File: src/assert_macros.svh
// ---------------------------------------------------------------------------
// Assertion macros shared by the RTL. Define NO_ASSERTIONS to drop them.
// ---------------------------------------------------------------------------
`ifndef ASSERT_MACROS_SVH
`define ASSERT_MACROS_SVH
`ifndef NO_ASSERTIONS
`define ASSERT_IMPLY(lbl, pre, post, msg) \
  lbl: assert property (@(posedge clk) disable iff (!rst_n) (pre) |-> (post)) else $error(msg);
`define ASSERT_NEVER(lbl, expr, msg) \
  lbl: assert property (@(posedge clk) disable iff (!rst_n) !(expr)) else $error(msg);
`else
`define ASSERT_IMPLY(lbl, pre, post, msg)
`define ASSERT_NEVER(lbl, expr, msg)
`endif
`endif

File: src/dtwt_pkg.sv
// ---------------------------------------------------------------------------
// dtwt_pkg
// Types and constants of the dirty tile window tracker.
// ---------------------------------------------------------------------------
`default_nettype none

package dtwt_pkg;

  localparam int GRID_DEF  = 8;
  localparam int MAX_TILES = 64;
  localparam int CMDQ_DEPTH = 4;

  localparam int CRD_W  = 10;  // pixel coordinate / panel size
  localparam int TIDX_W = 6;   // tile index
  localparam int TCRD_W = 3;   // tile column / row

  // request function codes
  localparam logic [1:0] FUNC_PIXEL    = 2'd0;
  localparam logic [1:0] FUNC_FLUSH    = 2'd1;
  localparam logic [1:0] FUNC_MARK_ALL = 2'd2;

  // configuration register indexes
  localparam logic [1:0] REG_NATIVE_WIDTH  = 2'd0;
  localparam logic [1:0] REG_NATIVE_HEIGHT = 2'd1;
  localparam logic [1:0] REG_LANDSCAPE     = 2'd2;

  localparam logic [CRD_W-1:0] NATIVE_WIDTH_RST  = 10'd240;
  localparam logic [CRD_W-1:0] NATIVE_HEIGHT_RST = 10'd320;

  typedef struct packed {
    logic [1:0]       func;
    logic [CRD_W-1:0] pixel_x;
    logic [CRD_W-1:0] pixel_y;
  } in_item_t;

  typedef struct packed {
    logic [TIDX_W-1:0] tile_index;
    logic [CRD_W-1:0]  x_start;
    logic [CRD_W-1:0]  x_end;
    logic [CRD_W-1:0]  y_start;
    logic [CRD_W-1:0]  y_end;
    logic              last;
  } out_item_t;

  // effective frame and tile sizes, plus the mark-all pulse of a config write
  typedef struct packed {
    logic [CRD_W-1:0] w_eff;
    logic [CRD_W-1:0] h_eff;
    logic [CRD_W-1:0] tw;
    logic [CRD_W-1:0] th;
    logic             mark_all;
  } geom_t;

  typedef struct packed {
    logic [1:0]        op;
    logic [TIDX_W-1:0] tile;
  } cmd_t;

endpackage

`default_nettype wire

File: src/dtwt_geom.sv
// ---------------------------------------------------------------------------
// dtwt_geom
// Configuration registers and derived tile sizes (effective size / GRID).
// ---------------------------------------------------------------------------
`default_nettype none

module dtwt_geom #(
  parameter int GRID = dtwt_pkg::GRID_DEF
) (
  input  wire logic                        clk,
  input  wire logic                        rst_n,
  input  wire logic                        cfg_we,
  input  wire logic [1:0]                  cfg_index,
  input  wire logic [dtwt_pkg::CRD_W-1:0]  cfg_wdata,
  output dtwt_pkg::geom_t                  geom
);

  // floor(v / GRID) = (v * RECIP) >> SHIFT, exact for 10-bit v and GRID <= 8
  localparam int RECIP_SHIFT = 16;
  localparam int RECIP_W     = RECIP_SHIFT + 1;
  localparam logic [RECIP_W-1:0] RECIP = RECIP_W'(((1 << RECIP_SHIFT) + GRID - 1) / GRID);
  localparam int PROD_W = dtwt_pkg::CRD_W + RECIP_W;

  logic [dtwt_pkg::CRD_W-1:0] nat_w_r, nat_w_nxt;
  logic [dtwt_pkg::CRD_W-1:0] nat_h_r, nat_h_nxt;
  logic                       land_r, land_nxt;
  logic [dtwt_pkg::CRD_W-1:0] w_eff_r, h_eff_r, tw_r, th_r;
  logic [dtwt_pkg::CRD_W-1:0] w_eff_nxt, h_eff_nxt;
  logic [PROD_W-1:0]          prod_w, prod_h;
  logic                       reg_hit;

  always_comb begin
    nat_w_nxt = nat_w_r;
    nat_h_nxt = nat_h_r;
    land_nxt  = land_r;
    reg_hit   = 1'b0;
    if (cfg_we) begin
      case (cfg_index)
        dtwt_pkg::REG_NATIVE_WIDTH: begin
          nat_w_nxt = cfg_wdata;
          reg_hit   = 1'b1;
        end
        dtwt_pkg::REG_NATIVE_HEIGHT: begin
          nat_h_nxt = cfg_wdata;
          reg_hit   = 1'b1;
        end
        dtwt_pkg::REG_LANDSCAPE: begin
          land_nxt = cfg_wdata[0];
          reg_hit  = 1'b1;
        end
        default: ;
      endcase
    end
    w_eff_nxt = land_nxt ? nat_h_nxt : nat_w_nxt;
    h_eff_nxt = land_nxt ? nat_w_nxt : nat_h_nxt;
    prod_w    = PROD_W'(w_eff_nxt) * PROD_W'(RECIP);
    prod_h    = PROD_W'(h_eff_nxt) * PROD_W'(RECIP);
  end

  always_ff @(posedge clk) begin
    if (!rst_n) begin
      nat_w_r <= dtwt_pkg::NATIVE_WIDTH_RST;
      nat_h_r <= dtwt_pkg::NATIVE_HEIGHT_RST;
      land_r  <= 1'b0;
      w_eff_r <= dtwt_pkg::NATIVE_WIDTH_RST;
      h_eff_r <= dtwt_pkg::NATIVE_HEIGHT_RST;
      tw_r    <= dtwt_pkg::CRD_W'(int'(dtwt_pkg::NATIVE_WIDTH_RST) / GRID);
      th_r    <= dtwt_pkg::CRD_W'(int'(dtwt_pkg::NATIVE_HEIGHT_RST) / GRID);
    end else begin
      nat_w_r <= nat_w_nxt;
      nat_h_r <= nat_h_nxt;
      land_r  <= land_nxt;
      w_eff_r <= w_eff_nxt;
      h_eff_r <= h_eff_nxt;
      tw_r    <= prod_w[RECIP_SHIFT +: dtwt_pkg::CRD_W];
      th_r    <= prod_h[RECIP_SHIFT +: dtwt_pkg::CRD_W];
    end
  end

  assign geom.w_eff    = w_eff_r;
  assign geom.h_eff    = h_eff_r;
  assign geom.tw       = tw_r;
  assign geom.th       = th_r;
  assign geom.mark_all = reg_hit;

endmodule

`default_nettype wire

File: src/dtwt_front.sv
// ---------------------------------------------------------------------------
// dtwt_front
// Takes requests, drops the ones with no effect, maps a pixel to its tile
// by stepping tile boundaries, and queues a command for the back end.
// ---------------------------------------------------------------------------
`default_nettype none

module dtwt_front #(
  parameter int GRID = dtwt_pkg::GRID_DEF
) (
  input  wire logic               clk,
  input  wire logic               rst_n,
  input  wire logic               in_push,
  output logic                    in_full,
  input  dtwt_pkg::in_item_t      in_data,
  input  dtwt_pkg::geom_t         geom,
  output logic                    q_push,
  output dtwt_pkg::cmd_t          q_wr,
  input  wire logic               q_full
);

  localparam int BND_W = dtwt_pkg::CRD_W + 1;
  localparam logic [dtwt_pkg::TCRD_W-1:0] LAST_COL = dtwt_pkg::TCRD_W'(GRID - 1);

  typedef enum logic [2:0] {
    F_IDLE = 3'b001,
    F_DIV  = 3'b010,
    F_PUSH = 3'b100
  } fstate_t;

  fstate_t                        state_r, state_nxt;
  logic [1:0]                     op_r, op_nxt;
  logic [dtwt_pkg::CRD_W-1:0]     px_r, px_nxt, py_r, py_nxt;
  logic [dtwt_pkg::TCRD_W-1:0]    col_r, col_nxt, row_r, row_nxt;
  logic [BND_W-1:0]               bx_r, bx_nxt, by_r, by_nxt;
  logic                           accept, x_go, y_go, in_frame;
  logic [dtwt_pkg::TIDX_W-1:0]    tile_idx;

  assign in_full  = (state_r != F_IDLE);
  assign accept   = in_push && !in_full;
  assign in_frame = (in_data.pixel_x < geom.w_eff) && (in_data.pixel_y < geom.h_eff);
  // boundary k*tw passed means column k or beyond; a zero tile size saturates
  assign x_go     = (col_r != LAST_COL) && (BND_W'(px_r) >= bx_r);
  assign y_go     = (row_r != LAST_COL) && (BND_W'(py_r) >= by_r);
  assign tile_idx = dtwt_pkg::TIDX_W'(col_r)
                  + dtwt_pkg::TIDX_W'(row_r) * dtwt_pkg::TIDX_W'(GRID);

  always_comb begin
    state_nxt = state_r;
    op_nxt    = op_r;
    px_nxt    = px_r;
    py_nxt    = py_r;
    col_nxt   = col_r;
    row_nxt   = row_r;
    bx_nxt    = bx_r;
    by_nxt    = by_r;
    q_push    = 1'b0;
    q_wr.op   = op_r;
    q_wr.tile = tile_idx;
    case (state_r)
      F_IDLE: begin
        if (accept) begin
          op_nxt  = in_data.func;
          px_nxt  = in_data.pixel_x;
          py_nxt  = in_data.pixel_y;
          col_nxt = '0;
          row_nxt = '0;
          bx_nxt  = BND_W'(geom.tw);
          by_nxt  = BND_W'(geom.th);
          case (in_data.func)
            dtwt_pkg::FUNC_PIXEL: begin
              if (in_frame) state_nxt = F_DIV;
            end
            dtwt_pkg::FUNC_FLUSH,
            dtwt_pkg::FUNC_MARK_ALL: state_nxt = F_PUSH;
            default: ;
          endcase
        end
      end
      F_DIV: begin
        if (x_go) begin
          col_nxt = col_r + 1'b1;
          bx_nxt  = bx_r + BND_W'(geom.tw);
        end
        if (y_go) begin
          row_nxt = row_r + 1'b1;
          by_nxt  = by_r + BND_W'(geom.th);
        end
        if (!x_go && !y_go && !q_full) begin
          q_push    = 1'b1;
          state_nxt = F_IDLE;
        end
      end
      F_PUSH: begin
        if (!q_full) begin
          q_push    = 1'b1;
          state_nxt = F_IDLE;
        end
      end
      default: state_nxt = F_IDLE;
    endcase
  end

  always_ff @(posedge clk) begin
    if (!rst_n) begin
      state_r <= F_IDLE;
    end else begin
      state_r <= state_nxt;
    end
  end

  always_ff @(posedge clk) begin
    op_r  <= op_nxt;
    px_r  <= px_nxt;
    py_r  <= py_nxt;
    col_r <= col_nxt;
    row_r <= row_nxt;
    bx_r  <= bx_nxt;
    by_r  <= by_nxt;
  end

endmodule

`default_nettype wire

File: src/dtwt_cmdq.sv
// ---------------------------------------------------------------------------
// dtwt_cmdq
// Small command queue between front and back end.
// ---------------------------------------------------------------------------
`default_nettype none

module dtwt_cmdq #(
  parameter int DEPTH = dtwt_pkg::CMDQ_DEPTH
) (
  input  wire logic        clk,
  input  wire logic        rst_n,
  input  wire logic        push,
  input  dtwt_pkg::cmd_t   wr,
  output logic             full,
  input  wire logic        pop,
  output dtwt_pkg::cmd_t   rd,
  output logic             empty
);

  localparam int PTR_W = (DEPTH > 1) ? $clog2(DEPTH) : 1;
  localparam int CNT_W = $clog2(DEPTH + 1);
  localparam logic [PTR_W-1:0] PTR_LAST = PTR_W'(DEPTH - 1);
  localparam logic [CNT_W-1:0] CNT_FULL = CNT_W'(DEPTH);

  dtwt_pkg::cmd_t    mem_r [DEPTH];
  logic [PTR_W-1:0]  wp_r, wp_nxt, rp_r, rp_nxt;
  logic [CNT_W-1:0]  cnt_r, cnt_nxt;
  logic              do_push, do_pop;

  assign full    = (cnt_r == CNT_FULL);
  assign empty   = (cnt_r == '0);
  assign do_push = push && !full;
  assign do_pop  = pop && !empty;
  assign rd      = mem_r[rp_r];

  always_comb begin
    wp_nxt  = wp_r;
    rp_nxt  = rp_r;
    cnt_nxt = cnt_r;
    if (do_push) wp_nxt = (wp_r == PTR_LAST) ? '0 : wp_r + 1'b1;
    if (do_pop)  rp_nxt = (rp_r == PTR_LAST) ? '0 : rp_r + 1'b1;
    if (do_push && !do_pop) cnt_nxt = cnt_r + 1'b1;
    else if (do_pop && !do_push) cnt_nxt = cnt_r - 1'b1;
  end

  always_ff @(posedge clk) begin
    if (!rst_n) begin
      wp_r  <= '0;
      rp_r  <= '0;
      cnt_r <= '0;
    end else begin
      wp_r  <= wp_nxt;
      rp_r  <= rp_nxt;
      cnt_r <= cnt_nxt;
    end
  end

  always_ff @(posedge clk) begin
    if (do_push) mem_r[wp_r] <= wr;
  end

endmodule

`default_nettype wire

File: src/dtwt_back.sv
// ---------------------------------------------------------------------------
// dtwt_back
// Owns the dirty bits; runs queued commands and the flush scan, and holds
// the result register.
// ---------------------------------------------------------------------------
`default_nettype none

module dtwt_back #(
  parameter int GRID = dtwt_pkg::GRID_DEF
) (
  input  wire logic               clk,
  input  wire logic               rst_n,
  input  dtwt_pkg::geom_t         geom,
  input  dtwt_pkg::cmd_t          q_rd,
  input  wire logic               q_empty,
  output logic                    q_pop,
  output logic                    out_empty,
  input  wire logic               out_pop,
  output dtwt_pkg::out_item_t     out_data
);

  localparam logic [dtwt_pkg::TIDX_W-1:0] LAST_TILE = dtwt_pkg::TIDX_W'(GRID * GRID - 1);
  localparam logic [dtwt_pkg::TCRD_W-1:0] LAST_COL  = dtwt_pkg::TCRD_W'(GRID - 1);

  typedef enum logic [2:0] {
    B_IDLE = 3'b001,
    B_SCAN = 3'b010,
    B_TAIL = 3'b100
  } bstate_t;

  bstate_t                          state_r, state_nxt;
  logic [dtwt_pkg::MAX_TILES-1:0]   dirty_r, dirty_nxt;
  logic [dtwt_pkg::TIDX_W-1:0]      scan_r, scan_nxt;
  logic [dtwt_pkg::TCRD_W-1:0]      col_r, col_nxt, row_r, row_nxt;
  dtwt_pkg::out_item_t              pend_r, pend_nxt, out_r, out_nxt, win;
  logic                             has_pend_r, has_pend_nxt;
  logic                             out_vld_r, out_vld_nxt;
  logic                             out_take, out_free, hit, stall;
  logic [dtwt_pkg::CRD_W-1:0]       xs, ys;

  assign out_empty = !out_vld_r;
  assign out_data  = out_r;
  assign out_take  = out_pop && out_vld_r;
  assign out_free  = !out_vld_r || out_take;

  assign xs = dtwt_pkg::CRD_W'(dtwt_pkg::CRD_W'(col_r) * geom.tw);
  assign ys = dtwt_pkg::CRD_W'(dtwt_pkg::CRD_W'(row_r) * geom.th);

  always_comb begin
    win.tile_index = scan_r;
    win.x_start    = xs;
    win.x_end      = xs + geom.tw - 1'b1;
    win.y_start    = ys;
    win.y_end      = ys + geom.th - 1'b1;
    win.last       = 1'b0;
  end

  assign hit   = dirty_r[scan_r];
  // the held window can only move on once the result register frees up
  assign stall = hit && has_pend_r && !out_free;

  always_comb begin
    state_nxt    = state_r;
    dirty_nxt    = dirty_r;
    scan_nxt     = scan_r;
    col_nxt      = col_r;
    row_nxt      = row_r;
    pend_nxt     = pend_r;
    has_pend_nxt = has_pend_r;
    out_nxt      = out_r;
    out_vld_nxt  = out_vld_r && !out_take;
    q_pop        = 1'b0;
    case (state_r)
      B_IDLE: begin
        if (!q_empty) begin
          q_pop = 1'b1;
          case (q_rd.op)
            dtwt_pkg::FUNC_PIXEL:    dirty_nxt[q_rd.tile] = 1'b1;
            dtwt_pkg::FUNC_MARK_ALL: dirty_nxt = '1;
            dtwt_pkg::FUNC_FLUSH: begin
              scan_nxt     = '0;
              col_nxt      = '0;
              row_nxt      = '0;
              has_pend_nxt = 1'b0;
              state_nxt    = B_SCAN;
            end
            default: ;
          endcase
        end
      end
      B_SCAN: begin
        if (!stall) begin
          if (hit) begin
            dirty_nxt[scan_r] = 1'b0;
            if (has_pend_r) begin
              out_nxt     = pend_r;
              out_vld_nxt = 1'b1;
            end
            pend_nxt     = win;
            has_pend_nxt = 1'b1;
          end
          if (scan_r == LAST_TILE) begin
            state_nxt = B_TAIL;
          end else begin
            scan_nxt = scan_r + 1'b1;
            if (col_r == LAST_COL) begin
              col_nxt = '0;
              row_nxt = row_r + 1'b1;
            end else begin
              col_nxt = col_r + 1'b1;
            end
          end
        end
      end
      B_TAIL: begin
        if (!has_pend_r) begin
          state_nxt = B_IDLE;
        end else if (out_free) begin
          out_nxt      = pend_r;
          out_nxt.last = 1'b1;
          out_vld_nxt  = 1'b1;
          has_pend_nxt = 1'b0;
          state_nxt    = B_IDLE;
        end
      end
      default: state_nxt = B_IDLE;
    endcase
    // geometry changed: every tile needs a redraw
    if (geom.mark_all) dirty_nxt = '1;
  end

  always_ff @(posedge clk) begin
    if (!rst_n) begin
      state_r    <= B_IDLE;
      dirty_r    <= '1;
      has_pend_r <= 1'b0;
      out_vld_r  <= 1'b0;
    end else begin
      state_r    <= state_nxt;
      dirty_r    <= dirty_nxt;
      has_pend_r <= has_pend_nxt;
      out_vld_r  <= out_vld_nxt;
    end
  end

  always_ff @(posedge clk) begin
    scan_r <= scan_nxt;
    col_r  <= col_nxt;
    row_r  <= row_nxt;
    pend_r <= pend_nxt;
    out_r  <= out_nxt;
  end

endmodule

`default_nettype wire

File: src/dirty_tile_window_tracker_unit.sv
// ---------------------------------------------------------------------------
// dirty_tile_window_tracker_unit
// Tracks a dirty bit per display tile and flushes dirty tile windows.
// ---------------------------------------------------------------------------
//  channel  ports                          request
//  in       in_push / in_full / in_data    func, pixel_x, pixel_y
//  out      out_pop / out_empty / out_data one tile window, last on the final
//  cfg      cfg_we / cfg_index / cfg_wdata native_width, native_height, landscape
//
//  Pixel write: the front end takes it, steps tile boundaries (one step per
//  cycle) and queues a command; the back end pops it and sets the dirty bit.
//  Off-frame pixels and the unused func code are dropped in the accept cycle.
//  Mark-all and flush are queued as is; for a flush the back end pops it,
//  scans one tile per cycle while not stalled, then sends the final window.
//  The scan holds while a found window waits on out_pop; the front end keeps
//  taking requests until the command queue fills.
//  Reset (rst_n low, synchronous) marks every tile dirty; no clearing pass.
// ---------------------------------------------------------------------------
`default_nettype none
`include "assert_macros.svh"

module dirty_tile_window_tracker_unit #(
  parameter int GRID = dtwt_pkg::GRID_DEF
) (
  input  wire logic                        clk,
  input  wire logic                        rst_n,
  input  wire logic                        in_push,
  output logic                             in_full,
  input  dtwt_pkg::in_item_t               in_data,
  output logic                             out_empty,
  input  wire logic                        out_pop,
  output dtwt_pkg::out_item_t              out_data,
  input  wire logic                        cfg_we,
  input  wire logic [1:0]                  cfg_index,
  input  wire logic [dtwt_pkg::CRD_W-1:0]  cfg_wdata
);

  localparam logic [dtwt_pkg::TIDX_W-1:0] TILE_LAST = dtwt_pkg::TIDX_W'(GRID * GRID - 1);
  localparam logic [1:0] OP_PIXEL = dtwt_pkg::FUNC_PIXEL;

  dtwt_pkg::geom_t  geom;
  dtwt_pkg::cmd_t   q_wr, q_rd;
  logic             q_push, q_full, q_pop, q_empty;

  dtwt_geom #(.GRID(GRID)) u_geom (
    .clk       (clk),
    .rst_n     (rst_n),
    .cfg_we    (cfg_we),
    .cfg_index (cfg_index),
    .cfg_wdata (cfg_wdata),
    .geom      (geom)
  );

  dtwt_front #(.GRID(GRID)) u_front (
    .clk     (clk),
    .rst_n   (rst_n),
    .in_push (in_push),
    .in_full (in_full),
    .in_data (in_data),
    .geom    (geom),
    .q_push  (q_push),
    .q_wr    (q_wr),
    .q_full  (q_full)
  );

  dtwt_cmdq #(.DEPTH(dtwt_pkg::CMDQ_DEPTH)) u_cmdq (
    .clk   (clk),
    .rst_n (rst_n),
    .push  (q_push),
    .wr    (q_wr),
    .full  (q_full),
    .pop   (q_pop),
    .rd    (q_rd),
    .empty (q_empty)
  );

  dtwt_back #(.GRID(GRID)) u_back (
    .clk       (clk),
    .rst_n     (rst_n),
    .geom      (geom),
    .q_rd      (q_rd),
    .q_empty   (q_empty),
    .q_pop     (q_pop),
    .out_empty (out_empty),
    .out_pop   (out_pop),
    .out_data  (out_data)
  );

  `ASSERT_NEVER(a_q_overflow, q_push && q_full, "command pushed into full queue")
  `ASSERT_NEVER(a_q_underflow, q_pop && q_empty, "command popped from empty queue")
  `ASSERT_IMPLY(a_pix_tile, q_push && q_wr.op == OP_PIXEL, q_wr.tile <= TILE_LAST, "tile past grid")
  `ASSERT_IMPLY(a_out_tile, !out_empty, out_data.tile_index <= TILE_LAST, "window past grid")

endmodule

`default_nettype wire
File: config.mk
export PLATFORM = sky130hd
export DESIGN_NAME = dirty_tile_window_tracker_unit
export DESIGN_NICKNAME = d
export VERILOG_FILES = /design/src/dtwt_pkg.sv /design/src/dtwt_geom.sv /design/src/dtwt_front.sv /design/src/dtwt_cmdq.sv /design/src/dtwt_back.sv /design/src/dirty_tile_window_tracker_unit.sv
export VERILOG_INCLUDE_DIRS = /design/src /design/src/src
export SDC_FILE = /design/constraint.sdc
export NUM_CORES = 1
export LEC_CHECK = 0
export BUFFER_PORTS_ARGS = -buffer_cell sky130_fd_sc_hd__buf_2
export CAP_MARGIN = 20
export CORE_MARGIN = 4
export CORE_UTILIZATION = 30
export CTS_CLUSTER_DIAMETER = 120
export CTS_CLUSTER_SIZE = 28
export DETAILED_ROUTE_END_ITERATION = 16
export SLEW_MARGIN = 20
export SYNTH_ARGS = -nofsm -noshare
export SYNTH_HDL_FRONTEND = slang
export SYNTH_SLANG_ARGS = --single-unit
File: constraint.sdc
create_clock -name clk -period 5.6 [get_ports clk]
set_input_delay 0.28 -clock clk [delete_from_list [all_inputs] [get_ports clk]]
set_output_delay 0.28 -clock clk [all_outputs]
set_load 0.05 [all_outputs]
Word level (Yosys, flattened, before mapping)
Memory sizes are Yosys's and may differ from the RTL's. A register that Yosys moved wholly into a read port is not among the register bits.
Cells that the tools add are included.
Word-level totals
  flip-flop bits (word level): 295
  latch bits: 0
  memory bits (writable): 32
  memory bits (read-only): 0
  input bits: 39
  output and inout bits: 49
  word-level logic and storage cells: 251
  memories: 1
Memories
  u_cmdq.mem_r: depth 4, bits a word 8, rd ports 1, clocked after memory_dff 1, write ports 1, RTL line dtwt_cmdq.sv:25  | dtwt_pkg::cmd_t mem_r [DEPTH];
Cells by class
  add/subtract/negate cells: 16
  multiply operators: 2
  divide/modulo/power cells: 0
  $lt $le $gt $ge: 8
  equal/unequal tests: 39
  shift operators: 0
  mux-type cells: 92
  bitwise gates (word level): 5
  reduce and logical (&&, ||, !) cells: 50
Operator list (count)
  64-bit case mux with 2 select lines: 2
  47-bit two-way mux: 5
  64-bit two-way mux: 3
  47-bit case mux with 2 select lines: 1
  3-bit two-way mux: 23
  64-bit AND: 1
  64-bit inverter: 1
  64-bit bitwise OR: 1
  10-bit two-way mux: 6
  11-bit two-way mux: 4
  11-bit case mux with 2 select lines: 2
  3-bit case mux with 2 select lines: 5
  5-bit AND reduction: 5
  1-bit two-way mux: 24
  6-bit two-way mux: 4
  11-bit by 10-bit adder with 11-bit output: 2
  10-bit by 11-bit >= comparator with 1-bit output: 2
  10-bit adder: 2
  10-bit < comparator: 2
  3-bit by 10-bit multiplier with 10-bit output: 2
  2-bit by 1-bit inequality test with 1-bit output, second input constant: 10
  10-bit by 1-bit subtractor with 10-bit output, second input constant: 2
  3-bit case mux with 3 select lines: 2
  1-bit logical AND: 16
  other kinds (35): 85

Depth between registers and ports, before layout
Gate-level depths: netlist (run 1).
  depth after elaboration: 12
  depth in mapped cells: 20
  gate-level depth less buffers: 19

Modules after synthesis
From an unflattened synthesis (run 1), not the netlist that was laid out.
Unflattened totals
  cell total of the unflattened synthesis: 1655
  area, all modules: 17102.7 um^2
By module, submodules not included
  dtwt_back: instances 1, cells an instance 1009, area each 9851.9 um^2, seq. area each 4534.3 um^2
  dtwt_front: instances 1, cells an instance 381, area each 3903.7 um^2, seq. area each 1561.5 um^2
  dtwt_geom: instances 1, cells an instance 172, area each 1716.6 um^2, seq. area each 820.8 um^2
  dtwt_cmdq: instances 1, cells an instance 93, area each 1630.3 um^2, seq. area each 1141.1 um^2

Worst setup path after synthesis (run 1)
No wires, ideal clock.
  kind: reg2reg
  start point: register u_back.scan_r[0] (netlist name)
  end point: register u_back.pend_r[10] (netlist name), enable pin
  arrival time: 4913 ps
  required time: 5094 ps
  slack: 180 ps
  stages on the path, launching flop included: 9
  period minus slack after synthesis: 5420 ps
  path through: edfxtp_1 nor2b_1 clkbuf_1 a22o_1 a221oi_1 o32ai_1 nor4_4 buf_2 nor3_1
Between the ends
  word-level cells in the longest chain between the ends: 6
Ends and longest elaborated chain
  start, declared: RTL line dtwt_back.sv:33  | logic [dtwt_pkg::TIDX_W-1:0] scan_r, scan_nxt;
  start signal, assigned: RTL line dtwt_back.sv:147  | scan_r <= scan_nxt;
  1-bit binary-select mux with 6-bit select *: RTL line dtwt_back.sv:58  | assign hit = dirty_r[scan_r];
  1-bit two-way mux (not written as such) *: RTL line dtwt_back.sv:58
  1-bit logical AND (2 in series): RTL line dtwt_back.sv:60  | assign stall = hit && has_pend_r && !out_free;
  1-bit inverter (no line)
  3-bit AND reduction (no line) *
  end signal, assigned: RTL line dtwt_back.sv:150  | pend_r <= pend_nxt;
  end, declared: RTL line dtwt_back.sv:35  | dtwt_pkg::out_item_t pend_r, pend_nxt, out_r, out_nxt, win;
Every way passes the cells marked *; elsewhere a longest branch is shown, timed or not. The select of a mux whose other input is x is not followed.
A chain may end at the register's enable or synchronous reset.

==> results of run 1 <==
-- cells in the mapped netlist, drive strengths merged, types with 5 or more instances --
| library cell | count | area [µm²] |
|---|---|---|
| a211oi | 71 | 533 |
| a21boi | 8 | 60.1 |
| a21o | 10 | 75.1 |
| a21oi | 106 | 531 |
| a22o | 8 | 70.1 |
| a2bb2oi | 6 | 52.6 |
| a31oi | 10 | 62.6 |
| and2 | 32 | 200 |
| and3 | 13 | 81.3 |
| buf | 19 | 85.1 |
| clkbuf | 47 | 176 |
| dfxtp | 122 | 2440 |
| edfxtp | 187 | 5620 |
| fa | 17 | 340 |
| ha | 113 | 1410 |
| inv | 128 | 480 |
| mux2i | 41 | 410 |
| mux4 | 8 | 180 |
| nand2 | 129 | 484 |
| nand2b | 17 | 106 |
| nand3 | 16 | 80.1 |
| nand3b | 16 | 120 |
| nor2 | 59 | 221 |
| nor2b | 35 | 219 |
| nor3 | 21 | 115 |
| nor3b | 7 | 52.6 |
| o21a | 5 | 37.5 |
| o21ai | 112 | 561 |
| o21bai | 7 | 52.6 |
| o22ai | 7 | 43.8 |
| o31ai | 5 | 37.5 |
| or2 | 6 | 37.5 |
| xnor2 | 33 | 289 |
| xor2 | 16 | 140 |
-- layout make-up --
class | count | area (µm²)
Tap cell | 680 | 851
Clock inverter | 1 | 30.0
Inverter | 128 | 480
Clock buffer | 24 | 409
Timing Repair Buffer | 120 | 738
Multi-Input combinational cell | 975 | 7010
Sequential cell | 309 | 8060
Fill cell | 5218 | 34100
-- metal layers --
| layer | vias to the layer above | part of all wire [%] | track usage (%) |
|---|---|---|---|
| li1 | 5414 | - | - |
| met1 | 5353 | 48 | 18.8 |
| met2 | 309 | 45 | 20.3 |
| met3 | 42 | 5.5 | 1.64 |
| met4 | 0 | 1.9 | 2.92 |
| met5 | - | 0 | 0 |
-- tightest hold or removal path: cells and delay by family --
family / cells / cell delay (ns)
buf+inv: 1 / 0.10
mux: 1 / 0.09
simple gates: 1 / 0.09
-- cells by family after synthesis --
logic type,after synthesis,synth area share [%]
xor+xnor,49,2.72
mux,50,3.81
buf+inv,194,4.70
flops,309,51.1
fa+ha+maj,130,11.1
simple gates,367,11.8
compound gates,379,14.7
-- cells in the final DEF (no fill, tap or decap), drive strengths merged, types with 13 or more instances in the layout --
cell,instances
nor2,59
buf,98
a211oi,71
a21oi,106
clkbuf,24
edfxtp,187
nor2b,35
nand2,129
and2,32
nand3b,16
nand2b,17
ha,113
and3,13
nor3,21
fa,17
dfxtp,122
o21ai,112
xnor2,33
xor2,16
nand3,16
dlygate4sd3,22
inv,128
mux2i,41
-- power groups by stage --
| stage | clock network, mW | logic, mW | registers (mW) |
|---|---|---|---|
| final | 1.25 | 3.66 | 3.04 |
| after global routing | 1.37 | 4.14 | 3.07 |
| after CTS | 1.29 | 3.67 | 3.04 |
| after detailed placement | 0 | 3.63 | 3.09 |
| after global placement | 0 | 3.56 | 3.08 |
| after floorplan | 0 | 2.97 | 2.93 |
-- state kept, by name (all words and copies together) (netlist names), 3 cells and up, named ones only --
register / flops
u_geom.nat_h_r: 10
u_back.pend_r: 46
u_geom.h_eff_r: 4
u_geom.w_eff_r: 3
u_back.state_r: 3
u_front.by_r: 11
u_geom.nat_w_r: 10
u_back.col_r: 3
u_geom.tw_r: 7
u_back.scan_r: 6
u_front.col_r: 3
u_back.out_data: 47
u_back.row_r: 3
u_cmdq.cnt_r: 3
u_cmdq.mem_r: 32
u_front.row_r: 3
u_front.state_r: 3
u_front.bx_r: 11
u_back.dirty_r: 64
u_front.px_r: 10
u_geom.th_r: 6
u_front.py_r: 10
-- what timing repair did --
action / CTS / global route
setup buffers: 0 / 0
resized for setup: 0 / 0
endpoints found under the hold margin: 22 / 0
hold buffers: 22 / 0
-- final timing paths --
check                                                    from                           end  cells past startpoint
worst max register to register  u_back.col_r[0]$_SDFFCE_PP0P_   u_back.pend_r[30]$_DFFE_PP_                     19
worst min register to register     u_back.pend_r[6]$_DFFE_PP_  u_back.out_data[6]$_DFFE_PP_                      0
worst min-delay path                             cfg_wdata[5]  u_geom.nat_w_r[5]$_SDFF_PN1_                      3
worst max-delay path            u_back.col_r[0]$_SDFFCE_PP0P_   u_back.pend_r[30]$_DFFE_PP_                     19
-- stage by stage --
step	hold slack (ns)	instance area [µm²]
4_1_cts	0.0551	17600
3_3_place_gp	0.405	16900
2_1_floorplan	0.379	15800
3_5_place_dp	0.405	16900
6_report	0.0798	17600
5_1_grt	0.0801	17600
==> qor.log, run 1 <==
qor: outcome.status finished, final reports clean
qor: timing.period_needed 4.26 ns
qor: timing.final.period_utilization 76.1%
qor: critical_path.cpMostUsedCell sky130_fd_sc_hd__inv_1
qor: cts.insertion_delay 0.51 ns
qor: power_and_ir_drop.vdd.ir_drop.worst 0.000363 V
qor: power_and_ir_drop.power.leakage 6.82 nW
qor: yosys.synth_edf_count 187
qor: placed_design.post-place-cells 2190
qor: global_route.grt_remaining_overflow 0
qor: timing.worst_slack 1.34 ns
qor: yosys.yosysWarningCount 0
qor: die.floorplan.die.height 237 µm
qor: power_and_ir_drop.share_comb_of_total_power 46.1%
qor: timing.final.setup.tns 0 ns
qor: cts.number_of_clock_buffers_inserted_by_tritoncts 15
qor: drt.dr.pass1.iters 5
qor: global_route.grt_pass1_vias 10901
qor: cts.cts_root_buffer sky130_fd_sc_hd__clkbuf_16
qor: hold_path.timing.hold.worst.class in2reg
qor: power_and_ir_drop.portion_of_total_power_attributed_to_the_clock_network 15.7%
qor: finish.finish.utilization 34.0%
qor: drt.wl_per_cell 16.7 µm
qor: critical_path.critPathCaptureType register
qor: yosys.syn_nets 1647
qor: drt.drt-vias-per-instance 4.97
qor: finish.drive_above_1_share 9.38%
qor: drt.post_route_ant_nets 0
qor: yosys.synth_sequential_area_ratio 51.1%
qor: yosys.ys_async_sr_fraction 0%
qor: die.core_area 0.0517 mm²
qor: placed_design.hpwl 27.0 mm
qor: timing.final-setup-viol-count 0
qor: critical_path.crit_chain nand2_1 > fa_1 > inv_1 > ha_1 > inv_1 > fa_1 > inv_1 > a21oi_1 > o21bai_1 > xor2_1 > inv_1 > ha_1 > inv_1 > ha_1 > and2_1 > a22o_1 > o41ai_1 > xor2_1 > xnor2_1
qor: drt.count_of_vias_placed_by_the_detailed_router 11118
qor: finish.final_antenna_diode_count 0
qor: drt.iteration_0_drc_count_of_the_detailed_router 686
qor: yosys.gate_count_after_technology_mapping 1478
qor: die.die_area 0.0563 mm²
qor: critical_path.cp_max_fo 10
qor: yosys.synth.avg_cell_area 10.7 µm²
qor: finish.area_growth_syn_to_layout 11.4%
qor: cts.ctsHtreeMaxLevel 1
qor: global_route.grt_pass1_wl 59.9 mm
qor: drt.drc 0
qor: drt.route.final.wire_length 37.4 mm
qor: critical_path.timing.critical_path.max_delay_family adder cells
qor: timing.final.setup_skew 0.0417 ns
qor: yosys.synth_area 0.0158 mm²
qor: cts.cts_tree yes
qor: power_and_ir_drop.power.density_cell_area 453 mW/mm²
qor: timing.hold_violations 0
qor: critical_path.cp.required 5.86 ns
qor: placed_design.port-buffer-count 87
qor: critical_path.critPathKind reg2reg
qor: run.timing.max_cap.violations 0
qor: global_route.track_usage 12.8%
qor: die.initial_core_util 30.5%
qor: placed_design.globalplace.congestion 0.869
qor: power_and_ir_drop.power.internal 4.86 mW
qor: yosys.synth_top_flop_cell sky130_fd_sc_hd__edfxtp_1
qor: critical_path.setup.reg_to_reg.worst_slack 1.34 ns
qor: die.die_width 237 µm
qor: finish.nets 1718
qor: die.ios 88
qor: timing.tightest_slew 1.15 ns
qor: die.rows 83
qor: timing.grt_setup_unrepaired no
qor: timing.final_max_slew_viol_count 0
qor: yosys.synth.distinct_cells 60
qor: power_and_ir_drop.switching_share 38.9%
qor: cts.clock_sinks 309
qor: cts.clock_tree.buffer_depth 3
qor: critical_path.critical_path_buf_inv_count 5
qor: yosys.ff_latch_count_synth 309
qor: cts.path_clk_slew 0.11 ns
qor: critical_path.timing.critical_path.slowest_cell_delay 0.54 ns
qor: global_route.pin_count_of_the_biggest_net_entering_global_routing 66
qor: power_and_ir_drop.power.sequential.fraction 38.2%
qor: global_route.grt_antenna_before_repair 1
qor: timing.max_slew_margin 22.9%
qor: timing.clock.fmax 235 MHz
qor: critical_path.startpoint_type register
qor: critical_path.crit_path_top_delay_cell sky130_fd_sc_hd__edfxtp_1
qor: placed_design.dp_slack 1.37 ns
qor: finish.instances_no_fill 2237
qor: critical_path.critPathArrivalTime 4.52 ns
qor: power_and_ir_drop.design_power_total 7.95 mW
qor: power_and_ir_drop.power.switching 3.09 mW
Note: power is estimated with default switching activity, not from simulation.
==> run 2, diff against run 1 <==
clock period = 4.4 ns   (was 5.6 ns; I/O delays follow)
==> run 2 against run 1 <==
Against the previous run: setup slack worse by 1.0 ns; global-route usage up 0.18 points; sequential power up 25%; hold slack worse by 0.058 ns.
==> qor.log, run 2 (synthesized netlist as in run 1, its figures left out) <==
qor: critical_path.critPathKind reg2reg [unchanged]
qor: run.timing.max_cap.violations 0 [unchanged]
qor: global_route.grt_pass1_vias 10937 [was 10901]
qor: timing.final-setup-viol-count 0 [unchanged]
qor: placed_design.port-buffer-count 87 [unchanged]
qor: power_and_ir_drop.power.leakage 6.92 nW [was 6.82 nW]
qor: placed_design.globalplace.congestion 0.842 [was 0.869]
qor: critical_path.ff2ff_path_depth 17 [was 19]
qor: timing.tightest_slew 1.08 ns [was 1.15 ns]
qor: drt.count_of_vias_placed_by_the_detailed_router 11127 [was 11118]
qor: drt.drt-vias-per-instance 4.94 [was 4.97]
qor: finish.final_antenna_diode_count 0 [unchanged]
qor: cts.ctsHtreeMaxLevel 1 [unchanged]
qor: global_route.pin_count_of_the_biggest_net_entering_global_routing 65 [was 66]
qor: drt.dr.pass1.iters 5 [unchanged]
qor: timing.final.setup.tns 0 ns [unchanged]
qor: finish.nets 1735 [was 1718]
qor: global_route.grt_use_met2 20.4% [was 20.3%]
qor: global_route.grt_antenna_before_repair 1 [unchanged]
qor: critical_path.reg_to_reg_critical_path_startpoint u_back.col_r[2]$_SDFFCE_PP0P_ [was u_back.col_r[0]$_SDFFCE_PP0P_]
qor: timing.clock.fmax 245 MHz [was 235 MHz]
qor: cts.cts_root_buffer sky130_fd_sc_hd__clkbuf_16 [unchanged]
qor: die.floorplan.die.height 237 µm [unchanged]
qor: critical_path.crit_chain buf_4 > nand2_1 > fa_1 > inv_1 > ha_1 > a21o_1 > a21oi_1 > xnor2_1 > inv_1 > ha_1 > inv_1 > ha_1 > and2_1 > a22o_1 > o41ai_2 > xor2_1 > xnor2_1 [was nand2_1 > fa_1 > inv_1 > ha_1 > inv_1 > fa_1 > inv_1 > a21oi_1 > o21bai_1 > xor2_1 > inv_1 > ha_1 > inv_1 > ha_1 > and2_1 > a22o_1 > o41ai_1 > xor2_1 > xnor2_1]
qor: timing.max_slew_margin 28.0% [was 22.9%]
qor: power_and_ir_drop.power.switching 4.04 mW [was 3.09 mW]
qor: critical_path.cp.required 4.65 ns [was 5.86 ns]
qor: cts.path_clk_slew 0.11 ns [about the same]
qor: critical_path.timing.critical_path.slowest_cell_delay 0.61 ns [was 0.54 ns]
qor: power_and_ir_drop.vdd.ir_drop.worst 0.000409 V [was 0.000363 V]
qor: die.core_area 0.0517 mm² [unchanged]
qor: drt.iteration_0_drc_count_of_the_detailed_router 811 [was 686]
qor: critical_path.r2r_endpoint u_back.pend_r[30]$_DFFE_PP_ [unchanged]
qor: critical_path.critPathArrivalTime 4.33 ns [was 4.52 ns]
qor: critical_path.startpoint_type register [unchanged]
qor: timing.grt_setup_unrepaired no [unchanged]
qor: die.die_width 237 µm [unchanged]
qor: cts.cts_tree yes [unchanged]
qor: power_and_ir_drop.portion_of_total_power_attributed_to_the_clock_network 15.2% [was 15.7%]
qor: drt.drc 0 [unchanged]
qor: finish.largest_register_ffs 64 [unchanged]
qor: hold_path.min_from cfg_wdata[6] [was cfg_wdata[5]]
qor: power_and_ir_drop.switching_share 38.9% [about the same]
qor: finish.register_area 0.00806 mm² [unchanged]
qor: drt.route.final.wire_length 37.9 mm [was 37.4 mm]
qor: timing.final_max_slew_viol_count 0 [unchanged]
qor: power_and_ir_drop.power.sequential.fraction 36.7% [was 38.2%]
qor: critical_path.setup.reg_to_reg.worst_slack 0.33 ns [was 1.34 ns]
qor: timing.final.period_utilization 92.6% [was 76.1%]
qor: global_route.grt_pass1_wl 60.3 mm [was 59.9 mm]
qor: finish.finish.utilization 34.3% [was 34.0%]
qor: outcome.status finished, final reports clean [unchanged]
qor: critical_path.critPathCaptureType register [unchanged]
qor: timing.hold_violations 0 [unchanged]
qor: placed_design.hpwl 27.6 mm [was 27.0 mm]
qor: finish.mostFrequentLayoutCells sky130_fd_sc_hd__edfxtp_1 (187), sky130_fd_sc_hd__inv_1 (128), sky130_fd_sc_hd__nand2_1 (127), sky130_fd_sc_hd__dfxtp_1 (122), sky130_fd_sc_hd__ha_1 (112) [was sky130_fd_sc_hd__edfxtp_1 (187), sky130_fd_sc_hd__nand2_1 (128), sky130_fd_sc_hd__inv_1 (128), sky130_fd_sc_hd__dfxtp_1 (122), sky130_fd_sc_hd__ha_1 (113)]
qor: hold_path.timing.hold.worst_path_depth 3 [unchanged]
qor: finish.drive_above_1_share 10.6% [was 9.38%]
qor: hold_path.timing.hold.worst.class in2reg [unchanged]
qor: power_and_ir_drop.power.density_cell_area 585 mW/mm² [was 453 mW/mm²]
qor: critical_path.crit_path_top_delay_cell sky130_fd_sc_hd__fa_1 [was sky130_fd_sc_hd__edfxtp_1]
qor: finish.area_of_the_multi_input_gates 0.00703 mm² [was 0.00701 mm²]
qor: power_and_ir_drop.share_comb_of_total_power 48.1% [was 46.1%]
qor: die.die_area 0.0563 mm² [unchanged]
qor: die.initial_core_util 30.5% [unchanged]
qor: finish.layout.filler_cells 5228 [was 5218]
qor: power_and_ir_drop.power.internal 6.34 mW [was 4.86 mW]
qor: critical_path.cp_max_fo 7 [was 10]
qor: cts.number_of_clock_buffers_inserted_by_tritoncts 15 [unchanged]
qor: cts.insertion_delay 0.51 ns [about the same]
qor: global_route.use_met1 19.0% [was 18.8%]
qor: drt.post_route_ant_nets 0 [unchanged]
qor: global_route.global_route.peak_usage_layer met2 [unchanged]
qor: finish.area_growth_syn_to_layout 12.4% [was 11.4%]
qor: die.rows 83 [unchanged]
qor: finish.registers.top_by_ff_count u_back.dirty_r [unchanged]
qor: timing.final.setup_skew 0.0430 ns [was 0.0417 ns]
qor: drt.wl_per_cell 16.8 µm [was 16.7 µm]
qor: finish.reg_top3 u_back.dirty_r: 64 flops, u_back.out_data: 47 flops, u_back.pend_r: 46 flops [unchanged]
qor: global_route.groute.layer.met3.usage 1.72% [was 1.64%]
qor: die.ios 88 [unchanged]
qor: finish.mostFrequentLayoutCell sky130_fd_sc_hd__edfxtp_1 [unchanged]
qor: cts.clock_sinks 309 [unchanged]
qor: timing.period_needed 4.07 ns [was 4.26 ns]
qor: cts.clock_tree.buffer_depth 3 [unchanged]
qor: hold_path.holdPathEnd u_geom.nat_w_r[6]$_SDFF_PN1_ [was u_geom.nat_w_r[5]$_SDFF_PN1_]
qor: global_route.grt_remaining_overflow 0 [unchanged]
qor: global_route.track_usage 13.0% [was 12.8%]
## run 2: layout make-up
type | count | area share [%]
sequential | 309 | 45.4
multi-input combinational | 975 | 39.6
timing repair buffer | 137 | 4.97
tap | 680 | 4.80
inverter | 128 | 2.71
clock buffer | 23 | 2.29
clock inverter | 1 | 0.169
## run 2: timing repair
item                                    in CTS  in global routing
endpoints found under the hold margin       23                  0
hold buffers                                23                  0
resized for setup                            0                  5
endpoints found under the setup margin       0                  1
setup buffers                                0                  2
## run 2: power by group through the flow
stage	registers [mW]	logic (mW)	clock network, mW
4_1_cts	3.81	4.82	1.63
2_1_floorplan	3.73	3.78	0
5_1_grt	3.84	5.65	1.74
6_report	3.81	4.99	1.57
3_5_place_dp	3.88	4.77	0
3_3_place_gp	3.87	4.66	0
## run 2: layer usage
metal	vias to the layer above	routed length, µm
met1	5373	18500
met5	-	20
li1	5454	-
met2	247	16900
met3	51	1650
met4	2	875
## run 2: through the flow
stage	setup slack, ns	hold WS, ns	std cells	area (µm²)	power, mW
2_1_floorplan	0.382	0.319	1478	15800	7.51
3_3_place_gp	0.253	0.404	2204	17000	8.52
6_report	0.325	0.0222	2253	17700	10.4
5_1_grt	0.0345	0.0198	2253	17700	11.2
4_1_cts	0.127	0.00409	2251	17700	10.3
3_5_place_dp	0.171	0.405	2204	17000	8.65
## run 2: worst max-delay path by stage
stage | start | to | slack, ns | cells after the start
after floorplan | u_back.scan_r[0]$_SDFFCE_PN0P_ | u_back.pend_r[10]$_DFFE_PP_ | 0.38 | 8
after global placement | u_back.col_r[1]$_SDFFCE_PP0P_ | u_back.pend_r[30]$_DFFE_PP_ | 0.25 | 19
after detailed placement | u_back.col_r[1]$_SDFFCE_PP0P_ | u_back.pend_r[30]$_DFFE_PP_ | 0.17 | 19
after CTS | u_back.col_r[1]$_SDFFCE_PP0P_ | u_back.pend_r[30]$_DFFE_PP_ | 0.13 | 19
after global routing | u_back.col_r[2]$_SDFFCE_PP0P_ | u_back.pend_r[30]$_DFFE_PP_ | 0.03 | 17
final | u_back.col_r[2]$_SDFFCE_PP0P_ | u_back.pend_r[30]$_DFFE_PP_ | 0.33 | 17
## run 2: critical path, delay by kind of cell (launching register included)
kind                       cells  cell delay (ns)
adders and majority gates      4             1.49
AOI/OAI and AO/OA              4             0.96
xor gates and xnor gates       3             0.46
DFF                            1             0.37
buffers and inverters          4             0.30
and+or+nand+nor                2             0.24
==> run 3, diff against run 2 <==
ABC_AREA = 1   (was unset)
HOLD_SLACK_MARGIN = 0.15   (was unset)
==> run 3 against run 2 <==
Against the previous run: clock skew fell by 0.0020 ns; largest power group unchanged; largest cell class is now multi-input combinational cells; cell count grew 34%; combinational power is 39% higher.
==> qor.log, run 3 <==
qor: timing.final.setup_skew 0.0410 ns [was 0.0430 ns]
qor: timing.max_slew_margin 33.6% [was 28.0%]
qor: cts.ctsHtreeMaxLevel 1 [unchanged]
qor: power_and_ir_drop.power.density_cell_area 653 mW/mm² [was 585 mW/mm²]
qor: yosys.ff_latch_count_synth 309 [unchanged]
qor: cts.clock_sinks 309 [unchanged]
qor: finish.instances_no_fill 3012 [was 2253]
qor: cts.clock_tree.buffer_depth 3 [unchanged]
qor: finish.mostFrequentLayoutCell sky130_fd_sc_hd__nand2_1 [was sky130_fd_sc_hd__edfxtp_1]
qor: critical_path.critPathArrivalTime 4.33 ns [about the same]
qor: yosys.synth-compound-area-share 6.01% [was 14.7%]
qor: cts.cts_tree yes [unchanged]
qor: drt.wl_per_cell 14.7 µm [was 16.8 µm]
qor: placed_design.detailed_place.area 0.0191 mm² [was 0.0170 mm²]
qor: die.initial_core_util 30.4% [was 30.5%]
qor: cts.path_clk_slew 0.11 ns [about the same]
qor: finish.final_area 0.0200 mm² [was 0.0177 mm²]
qor: yosys.yosysWarningCount 0 [unchanged]
qor: critical_path.reg_to_reg_critical_path_startpoint u_back.col_r[1]$_SDFFCE_PP0P_ [was u_back.col_r[2]$_SDFFCE_PP0P_]
qor: finish.reg_top3 u_back.dirty_r: 64 flops, u_back.out_data: 47 flops, u_back.pend_r: 46 flops [unchanged]
qor: cts.cts_root_buffer sky130_fd_sc_hd__clkbuf_16 [unchanged]
qor: drt.iteration_0_drc_count_of_the_detailed_router 1055 [was 811]
qor: timing.final.setup.tns 0 ns [unchanged]
qor: timing.hold_violations 0 [unchanged]
qor: die.ios 88 [unchanged]
qor: yosys.synth_top_area_cell sky130_fd_sc_hd__edfxtp_1 [unchanged]
qor: finish.register_area 0.00806 mm² [unchanged]
qor: run.timing.max_cap.violations 0 [unchanged]
qor: hold_path.timing.hold.worst.class in2reg [unchanged]
qor: timing.tightest_slew 0.993 ns [was 1.08 ns]
qor: finish.area_of_the_multi_input_gates 0.00837 mm² [was 0.00703 mm²]
qor: timing.final-setup-viol-count 0 [unchanged]
qor: finish.largest_register_ffs 64 [unchanged]
qor: critical_path.cp_max_fo 8 [was 7]
qor: yosys.synth-adder-area-share 9.74% [was 11.1%]
qor: critical_path.startpoint_type register [unchanged]
qor: yosys.combinational_family_with_the_most_area_after_synthesis simple AND/OR/NAND/NOR gates [was compound AO/OA/AOI/OAI gates]
qor: yosys.synth_sequential_area_ratio 44.8% [was 51.1%]
qor: yosys.cell_types_with_the_largest_area_share_after_synthesis sky130_fd_sc_hd__edfxtp_1 (31%), sky130_fd_sc_hd__dfxtp_1 (14%), sky130_fd_sc_hd__nand2_1 (13%) [was sky130_fd_sc_hd__edfxtp_1 (36%), sky130_fd_sc_hd__dfxtp_1 (15%), sky130_fd_sc_hd__ha_1 (9.0%)]
qor: placed_design.hpwl 31.7 mm [was 27.6 mm]
qor: die.rows 89 [was 83]
qor: drt.route.final.wire_length 44.3 mm [was 37.9 mm]
qor: yosys.synth_top_flop_cell sky130_fd_sc_hd__edfxtp_1 [unchanged]
qor: die.die_width 253 µm [was 237 µm]
qor: die.core_area 0.0592 mm² [was 0.0517 mm²]
qor: yosys.area_share_of_and_or_nand_nor_cells_after_synthesis 28.6% [was 11.8%]
qor: timing.clock.fmax 249 MHz [was 245 MHz]
qor: timing.final_max_slew_viol_count 0 [unchanged]
qor: finish.layout.filler_cells 6139 [was 5228]
qor: critical_path.critPathKind reg2reg [unchanged]
qor: drt.drt-vias-per-instance 4.72 [was 4.94]
qor: global_route.grt_pass1_vias 13692 [was 10937]
qor: yosys.yosys.area_share.xor_xnor 1.17% [was 2.72%]
qor: yosys.synth_edf_count 187 [unchanged]
qor: yosys.synth_area 0.0180 mm² [was 0.0158 mm²]
qor: global_route.track_usage 13.6% [was 13.0%]
qor: finish.drive_above_1_share 13.3% [was 10.6%]
qor: drt.count_of_vias_placed_by_the_detailed_router 14205 [was 11127]
qor: yosys.synth_most_common_cell sky130_fd_sc_hd__nand2_1 [was sky130_fd_sc_hd__edfxtp_1]
qor: yosys.synth.avg_cell_area 8.40 µm² [was 10.7 µm²]
qor: power_and_ir_drop.design_power_total 13.0 mW [was 10.4 mW]
qor: placed_design.dp_slack 0.395 ns [was 0.171 ns]
qor: yosys.syn_nets 2313 [was 1647]
qor: global_route.grt_remaining_overflow 0 [unchanged]
qor: yosys.synth_top_cell_area_share 31.2% [was 35.6%]
qor: critical_path.critPathCaptureType register [unchanged]
qor: cts.number_of_clock_buffers_inserted_by_tritoncts 15 [unchanged]
qor: drt.post_route_ant_nets 0 [unchanged]
qor: finish.registers.top_by_ff_count u_back.dirty_r [unchanged]
qor: yosys.ys_async_sr_fraction 0% [unchanged]
qor: global_route.grt_pass1_wl 72.5 mm [was 60.3 mm]
qor: critical_path.critical_path.startpoint u_back.col_r[1]$_SDFFCE_PP0P_ [was u_back.col_r[2]$_SDFFCE_PP0P_]
qor: yosys.synth.distinct_cells 52 [was 60]
qor: power_and_ir_drop.power.leakage 9.01 nW [was 6.92 nW]
qor: timing.grt_setup_unrepaired no [unchanged]
qor: yosys.gate_count_after_technology_mapping 2144 [was 1478]
qor: yosys.yosys-mux-area-fraction 0.834% [was 3.82%]
qor: finish.nets 2398 [was 1735]
qor: placed_design.globalplace.congestion 0.844 [was 0.842]
qor: critical_path.cp.required 4.71 ns [was 4.65 ns]
qor: die.floorplan.die.height 253 µm [was 237 µm]
qor: finish.mostFrequentLayoutCells sky130_fd_sc_hd__nand2_1 (620), sky130_fd_sc_hd__inv_1 (295), sky130_fd_sc_hd__nand3_1 (187), sky130_fd_sc_hd__edfxtp_1 (187), sky130_fd_sc_hd__dfxtp_1 (122) [was sky130_fd_sc_hd__edfxtp_1 (187), sky130_fd_sc_hd__inv_1 (128), sky130_fd_sc_hd__nand2_1 (127), sky130_fd_sc_hd__dfxtp_1 (122), sky130_fd_sc_hd__ha_1 (112)]
qor: timing.final.period_utilization 91.3% [was 92.6%]
qor: placed_design.port-buffer-count 87 [unchanged]
qor: power_and_ir_drop.vdd.ir_drop.worst 0.000431 V [was 0.000409 V]
qor: placed_design.post-place-cells 2949 [was 2204]
qor: critical_path.setup.reg_to_reg.worst_slack 0.38 ns [was 0.33 ns]
qor: global_route.pin_count_of_the_biggest_net_entering_global_routing 74 [was 65]
qor: global_route.grt_antenna_before_repair 2 [was 1]
qor: yosys.netlist_top_cells_count sky130_fd_sc_hd__nand2_1 (621), sky130_fd_sc_hd__inv_1 (297), sky130_fd_sc_hd__edfxtp_1 (187), sky130_fd_sc_hd__nand3_1 (187), sky130_fd_sc_hd__dfxtp_1 (122) [was sky130_fd_sc_hd__edfxtp_1 (187), sky130_fd_sc_hd__nand2_1 (129), sky130_fd_sc_hd__inv_1 (128)]
qor: cts.cts_setup_buffers 0 [unchanged]
qor: hold_path.min_from cfg_index[1] [was cfg_wdata[6]]
qor: timing.period_needed 4.02 ns [was 4.07 ns]
qor: drt.dr.pass1.iters 6 [was 5]
qor: drt.drc 0 [unchanged]
qor: outcome.status finished, final reports clean [unchanged]
qor: finish.area_growth_syn_to_layout 10.8% [was 12.4%]
qor: timing.worst_slack 0.381 ns [was 0.325 ns]
qor: cts.post_cts_resized 0 [unchanged]
qor: cts.insertion_delay 0.55 ns [was 0.51 ns]
qor: die.die_area 0.0640 mm² [was 0.0563 mm²]
-- run 3: cell count changes after synthesis, moves of 36 or more --
cell	delta
sky130_fd_sc_hd__o21ai_0	-51
sky130_fd_sc_hd__nand2_1	+492
sky130_fd_sc_hd__nand3_1	+171
sky130_fd_sc_hd__a211oi_1	-71
sky130_fd_sc_hd__nor2_1	+58
sky130_fd_sc_hd__nand3_2	+60
sky130_fd_sc_hd__a21oi_1	-36
sky130_fd_sc_hd__nand2_2	+62
sky130_fd_sc_hd__inv_1	+169
-- run 3: layout make-up --
type	count	share of cell area, %
clock inverter	4	0.213
inverter	306	5.77
tap	773	4.85
multi-input combinational	1456	42.0
timing repair buffer	141	4.79
sequential	309	40.4
antenna	1	0.0125
clock buffer	22	2.01
-- run 3: logic make-up (layout without fill, tap and decap cells) --
group	count (synthesis)	in the layout
and+or+nand+nor	1102	1102
DFF	309	309
buffers and inverters	379	473
xor gates and xnor gates	24	24
other	0	1
adders and majority gates	130	130
AOI/OAI and AO/OA	185	185
muxes	15	15
-- run 3: repair_timing --
| action | in CTS | in global routing |
|---|---|---|
| endpoints found under the setup margin | 0 | 0 |
| hold buffers | 36 | 0 |
| endpoints found under the hold margin | 62 | 0 |
-- run 3: stage by stage --
stage               utilization (%)  hold WS (ns)
floorplan                         -         0.319
global placement               32.3         0.403
detailed placement             32.3         0.405
CTS                            33.7         0.150
global route                   33.7         0.232
finish                         33.7         0.173
-- run 3: where the power goes --
group,switching (mW),total (mW),internal (mW)
clock network,0.973,1.64,0.668
logic,4.54,6.93,2.38
registers,0.509,4.47,3.96
total,6.03,13.0,7.01
-- run 3: path summary, 6_finish.rpt --
check | end | cells after the start
setup / recovery | u_back.pend_r[30]$_DFFE_PP_ | 20
hold / removal | u_geom.nat_h_r[8]$_SDFF_PN1_ | 6
setup reg to reg | u_back.pend_r[30]$_DFFE_PP_ | 20
hold reg to reg | u_back.out_data[12]$_DFFE_PP_ | 0
-- run 3: worst max-delay path: stages, from the launching register on --
cell and delay, ns:
sky130_fd_sc_hd__edfxtp_1 0.53, sky130_fd_sc_hd__nand2_1 0.14, sky130_fd_sc_hd__fa_1 0.48, sky130_fd_sc_hd__inv_1 0.07, sky130_fd_sc_hd__ha_1 0.16, sky130_fd_sc_hd__inv_1 0.06, sky130_fd_sc_hd__fa_1 0.40, sky130_fd_sc_hd__xnor2_1 0.20
sky130_fd_sc_hd__inv_1 0.06, sky130_fd_sc_hd__ha_1 0.27, sky130_fd_sc_hd__inv_1 0.04, sky130_fd_sc_hd__ha_1 0.35, sky130_fd_sc_hd__a21oi_1 0.16, sky130_fd_sc_hd__o21ai_0 0.15, sky130_fd_sc_hd__a21oi_1 0.16, sky130_fd_sc_hd__o21bai_1 0.10
sky130_fd_sc_hd__nand2_1 0.08, sky130_fd_sc_hd__nand2_1 0.05, sky130_fd_sc_hd__a21oi_1 0.14, sky130_fd_sc_hd__nand3b_1 0.13, sky130_fd_sc_hd__nand2_1 0.06
-- run 3: layer usage --
layer,wire [µm],global-route usage [%],part of all wire (%)
met1,21300,19.6,48
met2,19500,21.8,44
met3,2600,1.75,5.9
met4,853,3.40,1.9
met5,7,0,0.016
